==> src/sha1md_pkg.sv <==
package sha1md_pkg;

  localparam int unsigned WORDS        = 16;
  localparam int unsigned ROUNDS       = 80;
  localparam int unsigned DIGEST_WORDS = 5;

  typedef logic [6:0] rnd_t;
  typedef logic [2:0] widx_t;
  typedef logic [5:0] bpos_t;

  localparam logic [7:0] PAD_MARK = 8'h80;
  localparam logic [7:0] PAD_ZERO = 8'h00;
  localparam bpos_t      LEN_POS  = 6'd56;
  localparam bpos_t      LAST_POS = 6'd63;
  localparam rnd_t       LAST_RND = 7'(ROUNDS - 1);
  localparam widx_t      LAST_IDX = 3'(DIGEST_WORDS - 1);

  // Commands from the controller to the datapath.
  typedef struct packed {
    logic       put_byte;
    logic       use_data;
    logic [7:0] pad_byte;
    logic       push_hi;
    logic       push_lo;
    logic       cinit;
    logic       cround;
    logic       cadd;
    rnd_t       rnd;
    logic       load_out;
    widx_t      idx;
    logic       msg_clear;
  } cmd_t;

  // Status from the datapath to the controller.
  typedef struct packed {
    logic pos_last;
    logic pos_len;
    logic out_free;
  } sts_t;

  function automatic logic [31:0] iv_word(input widx_t i);
    logic [31:0] v;
    case (i)
      3'd0:    v = 32'h67452301;
      3'd1:    v = 32'hEFCDAB89;
      3'd2:    v = 32'h98BADCFE;
      3'd3:    v = 32'h10325476;
      default: v = 32'hC3D2E1F0;
    endcase
    return v;
  endfunction

  function automatic logic [31:0] k_word(input rnd_t r);
    logic [31:0] v;
    if (r < 7'd20) begin
      v = 32'h5A827999;
    end else if (r < 7'd40) begin
      v = 32'h6ED9EBA1;
    end else if (r < 7'd60) begin
      v = 32'h8F1BBCDC;
    end else begin
      v = 32'hCA62C1D6;
    end
    return v;
  endfunction

  function automatic logic [31:0] f_word(input rnd_t r, input logic [31:0] b,
                                         input logic [31:0] c, input logic [31:0] d);
    logic [31:0] v;
    if (r < 7'd20) begin
      v = (b & c) | (~b & d);
    end else if (r < 7'd40) begin
      v = b ^ c ^ d;
    end else if (r < 7'd60) begin
      v = (b & c) | (b & d) | (c & d);
    end else begin
      v = b ^ c ^ d;
    end
    return v;
  endfunction

endpackage

==> src/sha1_message_digest.sv <==
// Each accepted message byte is added to the block; a full block is then compressed:
// the working variables are loaded, 80 rounds run on the single round unit, one add.
// A final word adds byte-wise padding and the two 32-bit length words, one or two
// compressions, then the five digest words as the output register frees.
// No new byte is accepted while a block is padded, compressed or read out.
// Reset (rst_n low, synchronous) loads the initial vector and clears the length.
module sha1_message_digest (
  input  logic        clk,
  input  logic        rst_n,
  input  logic        in_tvalid,
  output logic        in_tready,
  input  logic [7:0]  in_tdata,   // [7:0] data_byte
  input  logic        in_tuser,   // [0] has_byte
  input  logic        in_tlast,   // end_of_message
  output logic        out_tvalid,
  input  logic        out_tready,
  output logic [39:0] out_tdata,  // [31:0] digest_word, [34:32] word_index, rest zero
  output logic        out_tlast   // last_word
);
  import sha1md_pkg::*;

  // The controller sequences byte loading, padding, the 80 rounds and the digest
  // readout; the datapath holds the 16-word schedule window, the chaining value,
  // the 64-bit length counter and the output register.
  cmd_t        cmd;
  sts_t        sts;
  logic [31:0] digest_word;
  logic [2:0]  word_index;
  logic        last_word;

  sha1md_ctrl u_ctrl (
    .clk      (clk),
    .rst_n    (rst_n),
    .in_valid (in_tvalid),
    .in_ready (in_tready),
    .in_has   (in_tuser),
    .in_end   (in_tlast),
    .sts      (sts),
    .cmd      (cmd)
  );

  // The output register lets a new message start while the last digest word
  // still waits to be taken.
  sha1md_dp u_dp (
    .clk       (clk),
    .rst_n     (rst_n),
    .in_byte   (in_tdata),
    .cmd       (cmd),
    .sts       (sts),
    .out_word  (digest_word),
    .out_idx   (word_index),
    .out_last  (last_word),
    .out_valid (out_tvalid),
    .out_ready (out_tready)
  );

  assign out_tdata = {5'b0, word_index, digest_word};
  assign out_tlast = last_word;

endmodule

==> src/sha1md_dp.sv <==
module sha1md_dp (
  input  logic                clk,
  input  logic                rst_n,
  input  logic [7:0]          in_byte,
  input  sha1md_pkg::cmd_t    cmd,
  output sha1md_pkg::sts_t    sts,
  output logic [31:0]         out_word,
  output logic [2:0]          out_idx,
  output logic                out_last,
  output logic                out_valid,
  input  logic                out_ready
);
  import sha1md_pkg::*;

  bpos_t       pos_r;
  logic [63:0] len_r;
  logic [23:0] acc_r;
  logic [31:0] win_r [WORDS];
  logic [31:0] var_r [5];
  logic [31:0] chain_r [DIGEST_WORDS];
  logic [31:0] out_word_r;
  widx_t       out_idx_r;
  logic        out_valid_r;

  logic [7:0]  byte_val;
  logic        push;
  logic [31:0] push_word;
  logic [31:0] sched;
  logic [31:0] temp;

  assign byte_val = cmd.use_data ? in_byte : cmd.pad_byte;
  // Next schedule word w[i+16] from the sliding window w[i..i+15].
  assign sched = {win_r[13][30:0] ^ win_r[8][30:0] ^ win_r[2][30:0] ^ win_r[0][30:0],
                  win_r[13][31] ^ win_r[8][31] ^ win_r[2][31] ^ win_r[0][31]};

  assign push = (cmd.put_byte && (pos_r[1:0] == 2'b11)) || cmd.push_hi || cmd.push_lo ||
                cmd.cround;

  always_comb begin
    if (cmd.cround) begin
      push_word = sched;
    end else if (cmd.push_hi) begin
      push_word = len_r[63:32];
    end else if (cmd.push_lo) begin
      push_word = len_r[31:0];
    end else begin
      push_word = {acc_r, byte_val};
    end
  end

  assign temp = {var_r[0][26:0], var_r[0][31:27]} + f_word(cmd.rnd, var_r[1], var_r[2], var_r[3])
              + var_r[4] + k_word(cmd.rnd) + win_r[0];

  always_ff @(posedge clk) begin
    if (!rst_n || cmd.msg_clear) begin
      pos_r <= '0;
      len_r <= '0;
    end else begin
      if (cmd.put_byte) begin
        pos_r <= pos_r + 6'd1;
      end else if (cmd.push_hi || cmd.push_lo) begin
        pos_r <= pos_r + 6'd4;
      end
      if (cmd.put_byte && cmd.use_data) begin
        len_r <= len_r + 64'd8;
      end
    end
  end

  always_ff @(posedge clk) begin
    if (cmd.put_byte) begin
      acc_r <= {acc_r[15:0], byte_val};
    end
    if (push) begin
      for (int i = 0; i < WORDS - 1; i++) begin
        win_r[i] <= win_r[i+1];
      end
      win_r[WORDS-1] <= push_word;
    end
    if (cmd.cinit) begin
      for (int i = 0; i < 5; i++) begin
        var_r[i] <= chain_r[i];
      end
    end else if (cmd.cround) begin
      var_r[0] <= temp;
      var_r[1] <= var_r[0];
      var_r[2] <= {var_r[1][1:0], var_r[1][31:2]};
      var_r[3] <= var_r[2];
      var_r[4] <= var_r[3];
    end
  end

  always_ff @(posedge clk) begin
    if (!rst_n || cmd.msg_clear) begin
      for (int i = 0; i < DIGEST_WORDS; i++) begin
        chain_r[i] <= iv_word(3'(i));
      end
    end else if (cmd.cadd) begin
      for (int i = 0; i < DIGEST_WORDS; i++) begin
        chain_r[i] <= chain_r[i] + var_r[i];
      end
    end
  end

  always_ff @(posedge clk) begin
    if (!rst_n) begin
      out_valid_r <= 1'b0;
    end else if (cmd.load_out) begin
      out_valid_r <= 1'b1;
    end else if (out_ready) begin
      out_valid_r <= 1'b0;
    end
    if (cmd.load_out) begin
      out_word_r <= chain_r[cmd.idx];
      out_idx_r  <= cmd.idx;
    end
  end

  assign sts.pos_last = (pos_r == LAST_POS);
  assign sts.pos_len  = (pos_r == LEN_POS);
  assign sts.out_free = !out_valid_r || out_ready;

  assign out_word  = out_word_r;
  assign out_idx   = out_idx_r;
  assign out_last  = (out_idx_r == LAST_IDX);
  assign out_valid = out_valid_r;

endmodule

==> src/sha1md_ctrl.sv <==
module sha1md_ctrl (
  input  logic             clk,
  input  logic             rst_n,
  input  logic             in_valid,
  output logic             in_ready,
  input  logic             in_has,
  input  logic             in_end,
  input  sha1md_pkg::sts_t sts,
  output sha1md_pkg::cmd_t cmd
);
  import sha1md_pkg::*;

  localparam logic [2:0] S_IDLE = 3'd0;
  localparam logic [2:0] S_PAD  = 3'd1;
  localparam logic [2:0] S_LEN  = 3'd2;
  localparam logic [2:0] S_CINI = 3'd3;
  localparam logic [2:0] S_CRND = 3'd4;
  localparam logic [2:0] S_CADD = 3'd5;
  localparam logic [2:0] S_OUT  = 3'd6;

  logic [2:0] state_r, state_nxt;
  logic       fin_r, fin_nxt;
  logic       mark_r, mark_nxt;
  logic       final_blk_r, final_blk_nxt;
  rnd_t       rnd_r, rnd_nxt;
  widx_t      idx_r, idx_nxt;

  assign in_ready = (state_r == S_IDLE);

  always_comb begin
    state_nxt     = state_r;
    fin_nxt       = fin_r;
    mark_nxt      = mark_r;
    final_blk_nxt = final_blk_r;
    rnd_nxt       = rnd_r;
    idx_nxt       = idx_r;
    cmd           = '0;
    cmd.rnd       = rnd_r;
    cmd.idx       = idx_r;
    case (state_r)
      S_IDLE: begin
        if (in_valid) begin
          cmd.put_byte = in_has;
          cmd.use_data = 1'b1;
          fin_nxt      = in_end;
          mark_nxt     = 1'b0;
          if (in_has && sts.pos_last) begin
            state_nxt = S_CINI;
          end else if (in_end) begin
            state_nxt = S_PAD;
          end
        end
      end
      S_PAD: begin
        if (mark_r && sts.pos_len) begin
          cmd.push_hi = 1'b1;
          state_nxt   = S_LEN;
        end else begin
          cmd.put_byte = 1'b1;
          cmd.pad_byte = mark_r ? PAD_ZERO : PAD_MARK;
          mark_nxt     = 1'b1;
          if (sts.pos_last) begin
            state_nxt = S_CINI;
          end
        end
      end
      S_LEN: begin
        cmd.push_lo   = 1'b1;
        final_blk_nxt = 1'b1;
        state_nxt     = S_CINI;
      end
      S_CINI: begin
        cmd.cinit = 1'b1;
        rnd_nxt   = '0;
        state_nxt = S_CRND;
      end
      S_CRND: begin
        cmd.cround = 1'b1;
        rnd_nxt    = rnd_r + 7'd1;
        if (rnd_r == LAST_RND) begin
          state_nxt = S_CADD;
        end
      end
      S_CADD: begin
        cmd.cadd = 1'b1;
        idx_nxt  = '0;
        if (final_blk_r) begin
          state_nxt = S_OUT;
        end else if (fin_r) begin
          state_nxt = S_PAD;
        end else begin
          state_nxt = S_IDLE;
        end
      end
      S_OUT: begin
        if (sts.out_free) begin
          cmd.load_out = 1'b1;
          idx_nxt      = idx_r + 3'd1;
          if (idx_r == LAST_IDX) begin
            cmd.msg_clear = 1'b1;
            fin_nxt       = 1'b0;
            final_blk_nxt = 1'b0;
            state_nxt     = S_IDLE;
          end
        end
      end
      default: begin
        state_nxt = S_IDLE;
      end
    endcase
  end

  always_ff @(posedge clk) begin
    if (!rst_n) begin
      state_r     <= S_IDLE;
      fin_r       <= 1'b0;
      mark_r      <= 1'b0;
      final_blk_r <= 1'b0;
      rnd_r       <= '0;
      idx_r       <= '0;
    end else begin
      state_r     <= state_nxt;
      fin_r       <= fin_nxt;
      mark_r      <= mark_nxt;
      final_blk_r <= final_blk_nxt;
      rnd_r       <= rnd_nxt;
      idx_r       <= idx_nxt;
    end
  end

  a_rnd_range: assert property (@(posedge clk) disable iff (!rst_n)
    (state_r == S_CRND) |-> (rnd_r <= LAST_RND))
    else $error("round counter beyond last round");

  a_idx_range: assert property (@(posedge clk) disable iff (!rst_n)
    (state_r == S_OUT) |-> (idx_r <= LAST_IDX))
    else $error("digest index beyond last word");

  a_idle_clean: assert property (@(posedge clk) disable iff (!rst_n)
    (state_r == S_IDLE) |-> (!fin_r && !final_blk_r))
    else $error("idle with a message end still pending");

  a_final_out: assert property (@(posedge clk) disable iff (!rst_n)
    (state_r == S_CADD && final_blk_r) |=> (state_r == S_OUT))
    else $error("final block did not lead to digest output");

endmodule
==> config.mk <==
export PLATFORM = sky130hd
export DESIGN_NAME = sha1_message_digest
export DESIGN_NICKNAME = d
export VERILOG_FILES = /design/src/sha1md_pkg.sv /design/src/sha1_message_digest.sv /design/src/sha1md_dp.sv /design/src/sha1md_ctrl.sv
export SDC_FILE = /design/constraint.sdc
export NUM_CORES = 2
export LEC_CHECK = 0
export ABC_CLOCK_PERIOD_IN_PS = 21200
export BUFFER_PORTS_ARGS = -buffer_cell sky130_fd_sc_hd__buf_2
export CORE_ASPECT_RATIO = 0.7
export CORE_MARGIN = 5
export CORE_UTILIZATION = 45
export CTS_BUF_LIST = sky130_fd_sc_hd__clkbuf_2 sky130_fd_sc_hd__clkbuf_4 sky130_fd_sc_hd__clkbuf_8
export CTS_CLUSTER_SIZE = 30
export DETAILED_ROUTE_END_ITERATION = 10
export SLEW_MARGIN = 20
export SYNTH_ARGS = -nofsm -noshare
export SYNTH_HDL_FRONTEND = slang
export SYNTH_SLANG_ARGS = --single-unit
==> constraint.sdc <==
create_clock -name clk -period 21.2 [get_ports clk]
set_input_delay 1.06 -clock clk [delete_from_list [all_inputs] [get_ports clk]]
set_output_delay 1.06 -clock clk [all_outputs]
set_load 0.01 [all_outputs]
==> impl_metrics.py <==
metrics = {
    "routing": {
        "num_vias": 31500,
        "antenna_left": 0,
        "first_pass_iters": 5,
        "vias_per_cell": 5.57,
        "post_drt_wl_per_cell_um": 22.2,
        "drt_iter0_markers": 3364,
        "drc": 0,
        "wl_um": 125000,
    },
    "power": {
        "netSwitchingPower_uw": 1410,
        "p_int_uw": 3540,
        "p_comb_share_pct": 17.1,
        "irDropWorstVdd_uv": 46.6,
        "p_leak_uw": 0.0197,
        "power_density_mw_per_mm2": 91.8,
        "power_uw": 4960,
        "p_seq_share_pct": 49.3,
        "swShare_pct": 28.5,
        "p_clk_share_pct": 33.5,
    },
    "cells_and_area": {
        "final_util_pct": 49.9,
        "num-nets-final": 4451,
        "multiInputGateArea_mm2": 0.0193,
        "register_area_mm2": 0.0284,
        "fillCellCount": 9661,
        "area_growth_syn_to_layout_pct": 10.3,
        "final_layout_size_suffix_gt1_share_pct": 10.1,
        "stdcell_area_mm2": 0.0540,
    },
    "setup_path": {
        "crit_chain": "nand4_1 -> nor2b_1 -> inv_1 -> nor2_1 -> clkinv_1 -> nand2_1 -> buf_4 -> nor2_1 -> nor2_1 -> fa_1 -> fa_1 -> inv_1 -> fa_1 -> inv_1 -> ha_1 -> a211oi_1 -> o21bai_1 -> o41ai_1 -> o211ai_1 -> a31oi_1 -> o21bai_1 -> a21oi_1 -> xor2_1 -> o21ai_0",
        "arrival_ns": 7.61,
        "cpPeakStageDelay_ns": 0.72,
        "endpoint_kind": "flip-flop",
        "r2r-start": "u_ctrl.rnd_r[4]",
        "cp-startpoint": "u_ctrl.rnd_r[4]",
        "crit_family": "compound AO/OA/AOI/OAI gates",
        "startpoint_type": "flip-flop",
        "required_ns": 21.76,
        "crit_slowest_cell": "o41ai_1",
        "worstSetupPathType": "reg2reg",
        "cp_max_fo": 33,
        "critPathBufInv": 5,
    },
    "flow_run": {
        "cap_violations": 0,
    },
    "sta": {
        "finClkSkew_ns": 0.0456,
        "final.setup.worst_slack_ns": 14.15,
        "slew_headroom_pct": 25.6,
        "tns_ns": 0,
        "fin_crit_ns": 7.06,
        "max_freq_ghz": 0.142,
        "finalSetupViolations": 0,
        "timing.final.crit_share_pct": 33.3,
        "slew_violations": 0,
        "hold_viol": 0,
        "worst_pin_slew_ns": 1.11,
        "rsz0062_at_grt": "false",
    },
    "yosys": {
        "ys_seq_elements": 975,
        "yosys_warnings": 0,
        "synth_area_per_cell_um2": 12.4,
        "synth_ff_type": "edfxtp_1",
        "synth_cells": 3963,
        "async_flop_share_pct": 0,
        "synth-edff-count": 891,
        "synth_seq_area_share_pct": 58.1,
        "synth_cell_types": 73,
        "syn-cell-area_mm2": 0.0489,
    },
    "clock_network": {
        "cts_setup_buffers": 0,
        "cts_hold_buf": 0,
        "cts_tree": "done",
        "h-tree-depth": 4,
        "clkSinkCount": 975,
        "cts_root_buffer": "clkbuf_8",
        "cts-resized-gates": 0,
        "insertion_delay_ns": 0.85,
        "clk_path_buf_depth": 3,
        "cts_made_buffers": 155,
        "cts.clk_slew.worst_paths_ns": 0.06,
    },
    "min_path": {
        "hold_path.startpoint": "u_dp.win_r[1][53]",
        "min_path_type": "reg2reg",
    },
    "placed_design": {
        "portBuffers": 51,
        "place_ws_ns": 14.22,
        "routabilityCongestion": 0.911,
        "postPlaceCellArea_mm2": 0.0508,
        "dp_hpwl_um": 86300,
    },
    "global_routing": {
        "grt_pass1_vias": 30100,
        "grt_max_degree": 191,
        "grt_pass1_wl_um": 190000,
        "grtUsageTotal_pct": 21.6,
        "grt_overflow": 0,
        "antenna_found_initial": 3,
    },
    "floorplanning": {
        "pin_count": 57,
        "dieArea_mm2": 0.116,
        "start_util_pct": 45.2,
        "coreArea_mm2": 0.108,
        "dieHeight_um": 286,
        "dieWidth_um": 404,
        "rows": 101,
    },
    "run_status": {
        "status": "completed",
    },
}
-- synthesized netlist by cell type (32+ instances only) --
cell type | instances | area share (%)
o21ai_0 | 173 | 1.8
nand2_1 | 627 | 4.8
xnor2_1 | 191 | 3.4
and3_1 | 34 | 0.43
and2_1 | 33 | 0.42
o211ai_1 | 41 | 0.63
nand2b_1 | 42 | 0.54
dfxtp_1 | 84 | 3.4
mux2_2 | 33 | 0.76
inv_1 | 200 | 1.5
xor2_1 | 115 | 2.1
a21oi_1 | 145 | 1.5
o21a_1 | 32 | 0.49
nand3_1 | 60 | 0.61
nor2b_1 | 54 | 0.69
nor3_1 | 46 | 0.47
edfxtp_1 | 891 | 55
nor2_1 | 259 | 2.0
fa_1 | 124 | 5.1
nand4_1 | 32 | 0.41
mux4_2 | 32 | 1.5
ha_1 | 228 | 5.8
clkbuf_1 | 89 | 0.68
a21o_1 | 82 | 1.3
-- kinds of logic (layout without fill, tap and decap cells) --
logic type	count (synthesis)	after routing	share of synthesized area, %
AND/OR/NAND/NOR	1253	1253	11.5
flip-flops	975	975	58.1
AO/OA/AOI/OAI	659	659	8.64
adder cells (fa/ha/maj)	352	352	10.9
buffers and inverters	322	563	2.56
XOR/XNOR	306	306	5.48
multiplexers	95	95	2.85
other	1	6	0.00766
-- power groups by stage --
stage / Clock [µW] / Sequential (µW) / Combinational, µW
2_1_floorplan: 0 / 2550 / 625
5_1_grt: 1810 / 2460 / 954
3_5_place_dp: 0 / 2480 / 841
6_report: 1660 / 2440 / 850
4_1_cts: 1710 / 2440 / 848
3_3_place_gp: 0 / 2480 / 831
-- final timing paths --
check                           slack (ns)  cells past startpoint           endpoint
worst min-delay path                  0.40                      0  u_dp.win_r[1][21]
worst max-delay path                 14.15                     24  u_dp.var_r[0][24]
worst min register to register        0.40                      0  u_dp.win_r[1][21]
worst max register to register       14.15                     24  u_dp.var_r[0][24]
-- area by class of cell --
cell class                      instances  share of cell area (%)
Multi-Input combinational cell       2670                    35.8
Tap cell                             1442                    3.34
Inverter                              202                    1.40
Clock inverter                         65                   0.974
Sequential cell                       975                    52.7
Antenna cell                            1                 0.00464
Timing Repair Buffer                   81                   0.913
Clock buffer                          215                    4.86
-- routing by layer --
metal	track usage [%]	part of all wire, %	up-vias
met5	0	0	-
met4	5.27	1.5	0
met3	4.03	7.8	130
met2	29.0	40	1102
met1	35.5	50	15700
li1	-	-	14500
-- through the flow --
step	hold slack (ns)	cells
finish	0.397	5651
CTS	0.389	5650
floorplan	0.400	3967
detailed placement	0.405	5370
global route	0.381	5651
global placement	0.400	5370
-- worst register-to-register path: stages (launching register included) --
cell	delay, ns
dfxtp_1	0.37
nand4_1	0.16
nor2b_1	0.37
inv_1	0.29
nor2_1	0.30
clkinv_1	0.14
nand2_1	0.12
buf_4	0.47
nor2_1	0.09
nor2_1	0.14
fa_1	0.45
fa_1	0.52
inv_1	0.06
fa_1	0.55
inv_1	0.06
ha_1	0.31
a211oi_1	0.31
o21bai_1	0.16
o41ai_1	0.72
o211ai_1	0.32
a31oi_1	0.37
o21bai_1	0.11
a21oi_1	0.18
xor2_1	0.16
o21ai_0	0.08
-- registers in the layout (all words and copies together), names as in the netlist --
register	cells
u_ctrl.fin_r	1
u_ctrl.final_blk_r	1
u_ctrl.idx_r	3
u_ctrl.mark_r	1
u_ctrl.rnd_r	7
u_ctrl.state_r	3
u_dp.acc_r	24
u_dp.chain_r	160
u_dp.len_r	61
u_dp.out_idx	3
u_dp.out_valid	1
u_dp.out_word	32
u_dp.pos_r	6
u_dp.var_r	160
u_dp.win_r	512
-- placed cells by master (no fill, tap or decap), types with 33 or more instances in the layout --
cell type	Yosys	final
edfxtp_1	891	891
nand2_1	627	624
nor2_1	259	258
ha_1	228	228
inv_1	200	200
xnor2_1	191	191
o21ai_0	173	173
clkbuf_8	0	161
a21oi_1	145	145
fa_1	124	124
xor2_1	115	115
a21o_1	82	82
dfxtp_1	84	81
nand3_1	60	59
nor2b_1	54	54
clkbuf_4	0	54
buf_2	1	51
nor3_1	46	45
nand2b_1	42	41
o211ai_1	41	41
clkinv_1	2	34
mux2_2	33	33
and3_1	34	33
Note: power is estimated with default switching activity, not from simulation.
